$ cat src/hw/rtl/irpw_pkg.sv
// Shared types and constants for the pulse-width IR byte encoder.
// No dependencies.
package irpw_pkg;

   localparam int unsigned TICK_W = 8;
   localparam int unsigned SYM_W = 4;
   localparam int unsigned CSR_IDX_W = 2;

   localparam logic [SYM_W-1:0] FRAME_SYMBOLS = 4'd9;

   localparam logic [TICK_W-1:0] RST_START_TICKS = 8'd96;
   localparam logic [TICK_W-1:0] RST_ONE_TICKS = 8'd64;
   localparam logic [TICK_W-1:0] RST_ZERO_TICKS = 8'd32;
   localparam logic [TICK_W-1:0] RST_GAP_TICKS = 8'd32;

   typedef enum logic [CSR_IDX_W-1:0] {
      CSR_START_TICKS = 2'd0,
      CSR_ONE_TICKS = 2'd1,
      CSR_ZERO_TICKS = 2'd2,
      CSR_GAP_TICKS = 2'd3
   } csr_index_type;

   typedef enum logic {
      OP_TICK = 1'b0,
      OP_SEND = 1'b1
   } op_kind_type;

   typedef struct packed {
      op_kind_type kind;
      logic [7:0] data_byte;
   } op_type;

   typedef struct packed {
      logic carrier_on;
      logic busy;
      logic accepted;
   } result_type;

endpackage

$ cat src/hw/rtl/ir_pulse_width_byte_encoder_unit.sv
// A request's response passes through the front register, the queue and then the response register.
// Throughput: one request per cycle while rsp_ready holds; the back stage does one tick or send per cycle.
// The front register, a 2-entry queue and the response register let each side stall alone.
// Reset is synchronous, active high: frame idle, carrier off, queue empty,
// timing registers back to 96/64/32/32.
// Top level of the pulse-width IR byte encoder; depends on irpw_pkg and submodules.
module ir_pulse_width_byte_encoder_unit import irpw_pkg::*; (
   input  logic                 clock,
   input  logic                 reset,
   input  logic                 csr_we,
   input  logic [CSR_IDX_W-1:0] csr_index,
   input  logic [TICK_W-1:0]    csr_wdata,
   input  logic                 req_valid,
   output logic                 req_ready,
   input  logic                 req_cmd,
   input  logic [7:0]           req_data_byte,
   output logic                 rsp_valid,
   input  logic                 rsp_ready,
   output logic                 rsp_carrier_on,
   output logic                 rsp_busy_res,
   output logic                 rsp_accepted
);

   logic       front_valid, front_ready;
   op_type     front_op;
   logic       back_valid, back_ready;
   op_type     back_op;
   result_type rsp;

   irpw_front u_front (
      .clock         (clock),
      .reset         (reset),
      .req_valid     (req_valid),
      .req_ready     (req_ready),
      .req_cmd       (req_cmd),
      .req_data_byte (req_data_byte),
      .op_valid      (front_valid),
      .op_ready      (front_ready),
      .op            (front_op)
   );

   irpw_queue u_queue (
      .clock      (clock),
      .reset      (reset),
      .push_valid (front_valid),
      .push_ready (front_ready),
      .push_op    (front_op),
      .pop_valid  (back_valid),
      .pop_ready  (back_ready),
      .pop_op     (back_op)
   );

   irpw_back u_back (
      .clock     (clock),
      .reset     (reset),
      .csr_we    (csr_we),
      .csr_index (csr_index),
      .csr_wdata (csr_wdata),
      .op_valid  (back_valid),
      .op_ready  (back_ready),
      .op        (back_op),
      .rsp_valid (rsp_valid),
      .rsp_ready (rsp_ready),
      .rsp       (rsp)
   );

   assign rsp_carrier_on = rsp.carrier_on;
   assign rsp_busy_res = rsp.busy;
   assign rsp_accepted = rsp.accepted;

endmodule

$ cat src/hw/rtl/irpw_front.sv
// Front stage: takes requests and classifies them into tick or send ops.
// Depends on irpw_pkg.
module irpw_front import irpw_pkg::*; (
   input  logic       clock,
   input  logic       reset,
   input  logic       req_valid,
   output logic       req_ready,
   input  logic       req_cmd,
   input  logic [7:0] req_data_byte,
   output logic       op_valid,
   input  logic       op_ready,
   output op_type     op
);

   logic   stage_valid_ff, stage_valid_in;
   op_type stage_op_ff, stage_op_in;
   logic   take;

   assign req_ready = !stage_valid_ff || op_ready;
   assign take = req_valid && req_ready;

   always_comb begin
      stage_valid_in = take || (stage_valid_ff && !op_ready);
      stage_op_in = stage_op_ff;
      if (take) begin
         stage_op_in.kind = req_cmd ? OP_SEND : OP_TICK;
         stage_op_in.data_byte = req_data_byte;
      end
   end

   always_ff @(posedge clock) begin
      if (reset) begin
         stage_valid_ff <= 1'b0;
      end else begin
         stage_valid_ff <= stage_valid_in;
      end
      stage_op_ff <= stage_op_in;
   end

   assign op_valid = stage_valid_ff;
   assign op = stage_op_ff;

endmodule

$ cat src/hw/rtl/irpw_queue.sv
// Two-entry op queue between front and back.
// Depends on irpw_pkg.
module irpw_queue import irpw_pkg::*; (
   input  logic   clock,
   input  logic   reset,
   input  logic   push_valid,
   output logic   push_ready,
   input  op_type push_op,
   output logic   pop_valid,
   input  logic   pop_ready,
   output op_type pop_op
);

   op_type     slot_ff [2];
   logic       wr_ptr_ff, wr_ptr_in;
   logic       rd_ptr_ff, rd_ptr_in;
   logic [1:0] count_ff, count_in;
   logic       push, pop;

   assign push_ready = (count_ff != 2'd2);
   assign pop_valid = (count_ff != 2'd0);
   assign push = push_valid && push_ready;
   assign pop = pop_valid && pop_ready;
   assign pop_op = slot_ff[rd_ptr_ff];

   always_comb begin
      wr_ptr_in = push ? ~wr_ptr_ff : wr_ptr_ff;
      rd_ptr_in = pop ? ~rd_ptr_ff : rd_ptr_ff;
      count_in = count_ff;
      if (push && !pop) begin
         count_in = count_ff + 2'd1;
      end else if (pop && !push) begin
         count_in = count_ff - 2'd1;
      end
   end

   always_ff @(posedge clock) begin
      if (reset) begin
         wr_ptr_ff <= 1'b0;
         rd_ptr_ff <= 1'b0;
         count_ff <= 2'd0;
      end else begin
         wr_ptr_ff <= wr_ptr_in;
         rd_ptr_ff <= rd_ptr_in;
         count_ff <= count_in;
      end
      if (push) begin
         slot_ff[wr_ptr_ff] <= push_op;
      end
   end

endmodule

$ cat src/hw/rtl/irpw_back.sv
// Back stage: frame sequencer, timing registers and result register.
// Depends on irpw_pkg.
module irpw_back import irpw_pkg::*; (
   input  logic                 clock,
   input  logic                 reset,
   input  logic                 csr_we,
   input  logic [CSR_IDX_W-1:0] csr_index,
   input  logic [TICK_W-1:0]    csr_wdata,
   input  logic                 op_valid,
   output logic                 op_ready,
   input  op_type               op,
   output logic                 rsp_valid,
   input  logic                 rsp_ready,
   output result_type           rsp
);

   logic [TICK_W-1:0] start_ticks_ff, one_ticks_ff, zero_ticks_ff, gap_ticks_ff;
   logic [TICK_W-1:0] mark_count_ff, mark_count_in;
   logic [TICK_W-1:0] gap_count_ff, gap_count_in;
   logic [SYM_W-1:0]  symbols_left_ff, symbols_left_in;
   logic [7:0]        shift_bits_ff, shift_bits_in;
   logic              carrier_ff, carrier_in;
   logic              active_ff, active_in;
   logic              took;
   logic              step;
   logic              rsp_valid_ff, rsp_valid_in;
   result_type        rsp_ff, rsp_in;

   assign op_ready = !rsp_valid_ff || rsp_ready;
   assign step = op_valid && op_ready;

   always_comb begin
      mark_count_in = mark_count_ff;
      gap_count_in = gap_count_ff;
      symbols_left_in = symbols_left_ff;
      shift_bits_in = shift_bits_ff;
      carrier_in = carrier_ff;
      active_in = active_ff;
      took = 1'b0;
      if (op.kind == OP_SEND) begin
         if (!active_ff) begin
            shift_bits_in = op.data_byte;
            symbols_left_in = FRAME_SYMBOLS;
            mark_count_in = '0;
            gap_count_in = '0;
            carrier_in = 1'b1;
            active_in = 1'b1;
            took = 1'b1;
         end
      end else if (active_ff) begin
         if (mark_count_ff != '0) begin
            mark_count_in = mark_count_ff - 8'd1;
            if (mark_count_ff == 8'd1) begin
               carrier_in = 1'b0;
            end
         end else if (gap_count_ff != '0) begin
            gap_count_in = gap_count_ff - 8'd1;
            if (gap_count_ff == 8'd1) begin
               carrier_in = 1'b1;
            end
         end else if (symbols_left_ff == FRAME_SYMBOLS) begin
            mark_count_in = start_ticks_ff;
            gap_count_in = gap_ticks_ff;
            symbols_left_in = symbols_left_ff - 4'd1;
         end else if (symbols_left_ff != '0) begin
            mark_count_in = shift_bits_ff[0] ? one_ticks_ff : zero_ticks_ff;
            gap_count_in = gap_ticks_ff;
            shift_bits_in = {1'b0, shift_bits_ff[7:1]};
            symbols_left_in = symbols_left_ff - 4'd1;
         end else begin
            carrier_in = 1'b0;
            active_in = 1'b0;
         end
      end
      rsp_valid_in = step || (rsp_valid_ff && !rsp_ready);
      rsp_in = rsp_ff;
      if (step) begin
         rsp_in.carrier_on = carrier_in;
         rsp_in.busy = active_in;
         rsp_in.accepted = took;
      end
   end

   always_ff @(posedge clock) begin
      if (reset) begin
         start_ticks_ff <= RST_START_TICKS;
         one_ticks_ff <= RST_ONE_TICKS;
         zero_ticks_ff <= RST_ZERO_TICKS;
         gap_ticks_ff <= RST_GAP_TICKS;
      end else if (csr_we) begin
         unique case (csr_index_type'(csr_index))
            CSR_START_TICKS: start_ticks_ff <= csr_wdata;
            CSR_ONE_TICKS:   one_ticks_ff <= csr_wdata;
            CSR_ZERO_TICKS:  zero_ticks_ff <= csr_wdata;
            CSR_GAP_TICKS:   gap_ticks_ff <= csr_wdata;
            default: ;
         endcase
      end
   end

   always_ff @(posedge clock) begin
      if (reset) begin
         mark_count_ff <= '0;
         gap_count_ff <= '0;
         symbols_left_ff <= '0;
         shift_bits_ff <= '0;
         carrier_ff <= 1'b0;
         active_ff <= 1'b0;
         rsp_valid_ff <= 1'b0;
      end else begin
         if (step) begin
            mark_count_ff <= mark_count_in;
            gap_count_ff <= gap_count_in;
            symbols_left_ff <= symbols_left_in;
            shift_bits_ff <= shift_bits_in;
            carrier_ff <= carrier_in;
            active_ff <= active_in;
         end
         rsp_valid_ff <= rsp_valid_in;
      end
      rsp_ff <= rsp_in;
   end

   assign rsp_valid = rsp_valid_ff;
   assign rsp = rsp_ff;

endmodule

$ cat config.mk
export PLATFORM = sky130hd
export DESIGN_NAME = ir_pulse_width_byte_encoder_unit
export DESIGN_NICKNAME = d
export VERILOG_FILES = /design/src/hw/rtl/irpw_pkg.sv /design/src/hw/rtl/ir_pulse_width_byte_encoder_unit.sv /design/src/hw/rtl/irpw_front.sv /design/src/hw/rtl/irpw_queue.sv /design/src/hw/rtl/irpw_back.sv
export SDC_FILE = /design/constraint.sdc
export NUM_CORES = 1
export LEC_CHECK = 0
export BUFFER_PORTS_ARGS = -buffer_cell sky130_fd_sc_hd__buf_2
export CAP_MARGIN = 5
export CELL_PAD_IN_SITES_DETAIL_PLACEMENT = 1
export CELL_PAD_IN_SITES_GLOBAL_PLACEMENT = 1
export CORE_AREA = 2 2 118 120
export CTS_BUF_LIST = sky130_fd_sc_hd__clkbuf_16
export CTS_CLUSTER_SIZE = 20
export DETAILED_ROUTE_END_ITERATION = 10
export DIE_AREA = 0 0 120 122
export PLACE_DENSITY = 0.62
export SYNTH_ARGS = -nofsm -noshare
export SYNTH_HDL_FRONTEND = slang
export SYNTH_SLANG_ARGS = --single-unit
$ cat constraint.sdc
create_clock -name clock -period 4.5 [get_ports clock]
set_input_delay 0.9 -clock clock [delete_from_list [all_inputs] [get_ports clock]]
set_output_delay 0.9 -clock clock [all_outputs]
set_load 0.05 [all_outputs]
# Word-level counts from Yosys, hierarchy flattened
# Memory sizes are Yosys's and may differ from the RTL's. A register that Yosys moved wholly into a read port is not among the register bits.
# Index checks and enable logic that the tools add are counted.
# W data, S select, Z words.
# totals
mem_count	1
ram_bits	18
elab_cells	127
latch_bits	0
romBits	0
inputBits	24
out_inout_bits	5
ff_bits	80
# classes
add_sub_neg	5
bitwise	2
multipliers	0
n_mux	51
n_shift	0
n_lt_le_gt_ge	0
eq_ne	12
n_reduce_logical	36
n_div	0
# mem_list
memory	depth	word_bits	read_ports	rd_clocked_by_memory_dff	write_ports	line_no	source
u_queue.slot_ff	2	9	1	1	1	irpw_queue.sv:14	op_type slot_ff [2];
# op_table
op	n
$mux W8	21
$mux W4	7
$mux W1	21
$eq A8 B1 Y1 const B	2
$reduce_bool A8 Y1	2
$sub A8 B1 Y8 const B	2
$reduce_bool A4 Y1	3
$ne A2 B2 Y1 const B	5
$reduce_and A5 Y1	2
$reduce_and A2 Y1	4
$reduce_bool A2 Y1	4
$logic_and A1 B1 Y1	7
$reduce_and A7 Y1	1
$logic_not A1 Y1	6
$reduce_and A6 Y1	1
$eq A2 B2 Y1 const B	2
$eq A4 B4 Y1 const B	1
$logic_or A1 B1 Y1	4
$mux W2	2
$sub A4 B1 Y4 const B	1
$ne A3 B2 Y1 const B	1
$reduce_bool A3 Y1	1
$add A2 B1 Y2 const B	1
$eq A2 B1 Y1 const B	1
other kinds (3)	4

# Longest topological paths before layout
# logic_depth
word_depth	7
depth_mapped	11
depth_no_buf	8

# Cells and area by module
# From an unflattened synthesis, not the netlist that was laid out.
# hier_totals
hier_cells	467
area_unflattened_um2	4611.9
# by_module_without_submodules
module	n_inst	area_per_inst_um2	seq_area_each_um2	cells_per_inst
irpw_back	1	3417.0	1351.3	401
irpw_queue	1	869.6	640.6	52
irpw_front	1	325.3	290.3	14

# Worst setup path after synthesis
# OpenSTA, ideal clock, no wires.
# synth_path
path_type	reg2reg
start	register with a tool-made name
end	register u_back.gap_count_ff[4]
arrival_time_ns	2.386
path_buffers	3
stages_incl_launch_ff	12
synth_period_minus_slack_ns	2.507
path_slack_ns	1.993
setup_time_ns	0.120
t_required_ns	4.380
cell_sequence	dfxtp_1 > buf_6 > mux2i_4 > inv_2 > buf_4 > buf_2 > ha_1 > nor2_1 > nand3_1 > o31ai_2 > o21ai_1 > o2bb2ai_1
# synth_rtl
item	line_no	source
end signal, assigned	irpw_back.sv:113	gap_count_ff <= gap_count_in;
end, declared	irpw_back.sv:19	logic [TICK_W-1:0] gap_count_ff, gap_count_in;

==> impl_metrics.tcl <==
set metrics [dict create \
    status "finished, final reports clean" \
    row_count 43 \
    critPathKind "flip-flop to flip-flop" \
    drv_cap 0 \
    cts.htree.levels 3 \
    design_area_mm2 0.00520 \
    number_of_flops_mapped_to_enable_cells_by_yosys 30 \
    avgViaCountPerCell 5.19 \
    critPathSlowestCell "sky130_fd_sc_hd__dfxtp_1" \
    end_kind "flip-flop" \
    worstPathMaxFanout 30 \
    mostFrequentLayoutCells "69 x sky130_fd_sc_hd__dfxtp_1, 56 x sky130_fd_sc_hd__nand2_1, 43 x sky130_fd_sc_hd__a21oi_1, 41 x sky130_fd_sc_hd__nor2_1, 32 x sky130_fd_sc_hd__mux2i_1" \
    place.port_buffers 28 \
    layout.nets 523 \
    pwr_density_cell_mw_per_mm2 577 \
    dr.first_iter.drc_count 198 \
    routed_wl_mm 11.3 \
    finalSetupViolations 0 \
    grt_antenna_before_repair 0 \
    netlist_area_mm2 0.00462 \
    drt_first_pass_iters 4 \
    cts_tree "yes" \
    startpoint_type "flip-flop" \
    postCtsSetupBuffers 0 \
    finalPower_mw 3.00 \
    antenna_cells 0 \
    core_mm2 0.0135 \
    final_critical_path_setup_slack_ps 1240 \
    postCtsResizedCells 0 \
    final.setup_skew_ps 9.52 \
    timing.fmax_ghz 0.307 \
    critical_path.max_stage_delay_ps 670 \
    worst_pin_slew_ps 810 \
    synth.lib_cells_used.distinct 65 \
    number_of_standard_cells_in_the_layout_taps_in_and_fillers_out 673 \
    grt_start_max_net_pins 33 \
    area_delta_synth_final_pct 12.4 \
    design.die.area_mm2 0.0146 \
    cp_cell_sequence "mux2i_4, inv_2, ha_1, nor2_1, nand3_1, o31ai_2, o21ai_1, o2bb2ai_1" \
    number_of_cells_on_the_critical_path 8 \
    gr-usage-all-layers 0.163 \
    clock_path_buffers 2 \
    clock_period_minus_worst_slack_ps 3260 \
    synth_fp_nets 506 \
    final-max-slew-violation-count 0 \
    reg2reg_to "u_back.gap_count_ff[3]$_SDFFE_PP0P_" \
    syn_inst 471 \
    timing.max_slew.rel_slack 0.459 \
    hold_violations 0 \
    dp_worst_setup_slack_ps 1310 \
    timing.reg2reg.worst_path_depth 8 \
    endpoint_arrival_time_on_the_critical_path_ps 3490 \
    synth-async-reset-ratio 0 \
    initial_utilization 0.342 \
    placed_cell_area_mm2 0.00488 \
    synth_top_flop_cell "sky130_fd_sc_hd__dfxtp_1" \
    gp_congestion 0.810 \
    fin_util 0.385 \
    number_of_synthesized_register_bits 99 \
    yosysWarningCount 0 \
    die_width_um 120 \
    rsz_0062_raised_after_global_routing "no" \
    cp_bufs_invs 1 \
    overflow 0 \
    fp.dieH_um 122 \
    final_antenna_net_count 0 \
    syn_area_per_cell_um2 9.82 \
    yosysSeqAreaShare 0.494 \
    crit_required_ps 4740 \
    hold-worst-slack_ps 448 \
    filler_cell_count 1555 \
    detail_route.drc_violations 0 \
    ff_latch_area_mm2 0.00228 \
    number_of_global_route_vias_before_repair 3548 \
    detailedPlacementHpwl_mm 8.10 \
    totalNegativeSetupSlack_ps 0 \
    setup.reg_to_reg.worst_slack_ps 1240 \
    fin_crit_sh 0.724 \
    worst_path_dominant_cell_family "compound AO/OA/AOI/OAI gates" \
    placed_cells 657 \
    vdd.ir_drop.worst_mv 0.216 \
    clock-sinks 99 \
    path_clk_slew_ps 80 \
    wl_per_cell_um 16.8 \
    timing.critical_path.to "u_back.gap_count_ff[3]$_SDFFE_PP0P_" \
    cts_buffers 9 \
    cts_root_buffer "sky130_fd_sc_hd__clkbuf_16" \
    layout.cells.most_common "sky130_fd_sc_hd__dfxtp_1" \
    timing.hold.worst.class "flip-flop to flip-flop" \
    clock_latency_on_the_worst_skew_pair_ps 360 \
    static-leakage-power_nw 1.90 \
    drive_gt1_frac 0.148 \
    multi_input_area_mm2 0.00216 \
    grt_pass1_wl_mm 18.3 \
    num_io_pins 29 \
    dr_total_vias 3493 \
    ctsHoldBuffers 0 \
]
## logic make-up (layout without fill, tap and decap cells)
kind of cell / count (synthesis) / count (layout) / share of synthesized area
XOR/XNOR: 4 / 4 / 0.00758
flip-flops: 99 / 99 / 0.494
multiplexers: 34 / 34 / 0.0766
AND/OR/NAND/NOR: 166 / 166 / 0.185
AO/OA/AOI/OAI: 118 / 118 / 0.168
buffers and inverters: 39 / 61 / 0.0395
adder cells (fa/ha/maj): 11 / 11 / 0.0298
## cell usage after synthesis, types with 8 or more instances
library cell,n,area share
sky130_fd_sc_hd__a21oi_1,43,0.047
sky130_fd_sc_hd__clkbuf_1,8,0.0065
sky130_fd_sc_hd__dfxtp_1,69,0.30
sky130_fd_sc_hd__edfxtp_1,30,0.19
sky130_fd_sc_hd__ha_1,11,0.030
sky130_fd_sc_hd__inv_1,14,0.011
sky130_fd_sc_hd__mux2i_1,32,0.069
sky130_fd_sc_hd__nand2_1,56,0.045
sky130_fd_sc_hd__nand3_1,10,0.011
sky130_fd_sc_hd__nor2_1,41,0.033
sky130_fd_sc_hd__nor3_1,11,0.012
sky130_fd_sc_hd__o21ai_0,18,0.019
sky130_fd_sc_hd__o21ai_1,9,0.0097
sky130_fd_sc_hd__o2bb2ai_1,9,0.017
## area by class of cell
cell class / instances / share of cell area
clock buffer: 9 / 0.0433
multi-input combinational: 333 / 0.415
timing repair buffer: 30 / 0.0299
tap: 180 / 0.0433
sequential: 99 / 0.439
clock inverter: 7 / 0.0181
inverter: 15 / 0.0108
## power by group
group	internal (mW)	total (mW)	switching (mW)	leakage [nW]
Clock	0.401	0.796	0.395	0.153
Sequential	1.04	1.13	0.0949	0.842
Combinational	0.363	1.07	0.711	0.907
## worst min path at each step
stage,start,to,cells after the start
global route,u_front.op[0]$_DFFE_PP_,u_queue.slot_ff[1][0]$_DFFE_PP_,0
detailed placement,u_front.op[5]$_DFFE_PP_,u_queue.slot_ff[0][5]$_DFFE_PP_,0
CTS,u_front.op[5]$_DFFE_PP_,u_queue.slot_ff[0][5]$_DFFE_PP_,0
floorplan,u_front.op[0]$_DFFE_PP_,u_queue.slot_ff[0][0]$_DFFE_PP_,0
finish,u_front.op[0]$_DFFE_PP_,u_queue.slot_ff[0][0]$_DFFE_PP_,0
global placement,u_front.op[6]$_DFFE_PP_,u_queue.slot_ff[0][6]$_DFFE_PP_,0
## state kept, by name, indices dropped and copies added (netlist names), 2 cells and up, named ones only
name,cells
u_queue.slot_ff,18
u_back.start_ticks_ff,8
u_back.shift_bits_ff,8
u_queue.count_ff,2
u_back.mark_count_ff,8
u_back.gap_ticks_ff,8
u_back.gap_count_ff,8
u_back.one_ticks_ff,8
u_back.symbols_left_ff,4
u_front.op,9
u_back.rsp,3
u_back.zero_ticks_ff,8
## per-layer routing
metal	vias to the layer above	wire, um	track usage
li1	1757	-	-
met1	1684	5340	0.210
met2	39	5420	0.272
met3	13	436	0.0426
met4	0	130	0.0441
met5	-	0	0
Note: power is estimated with default switching activity, not from simulation.
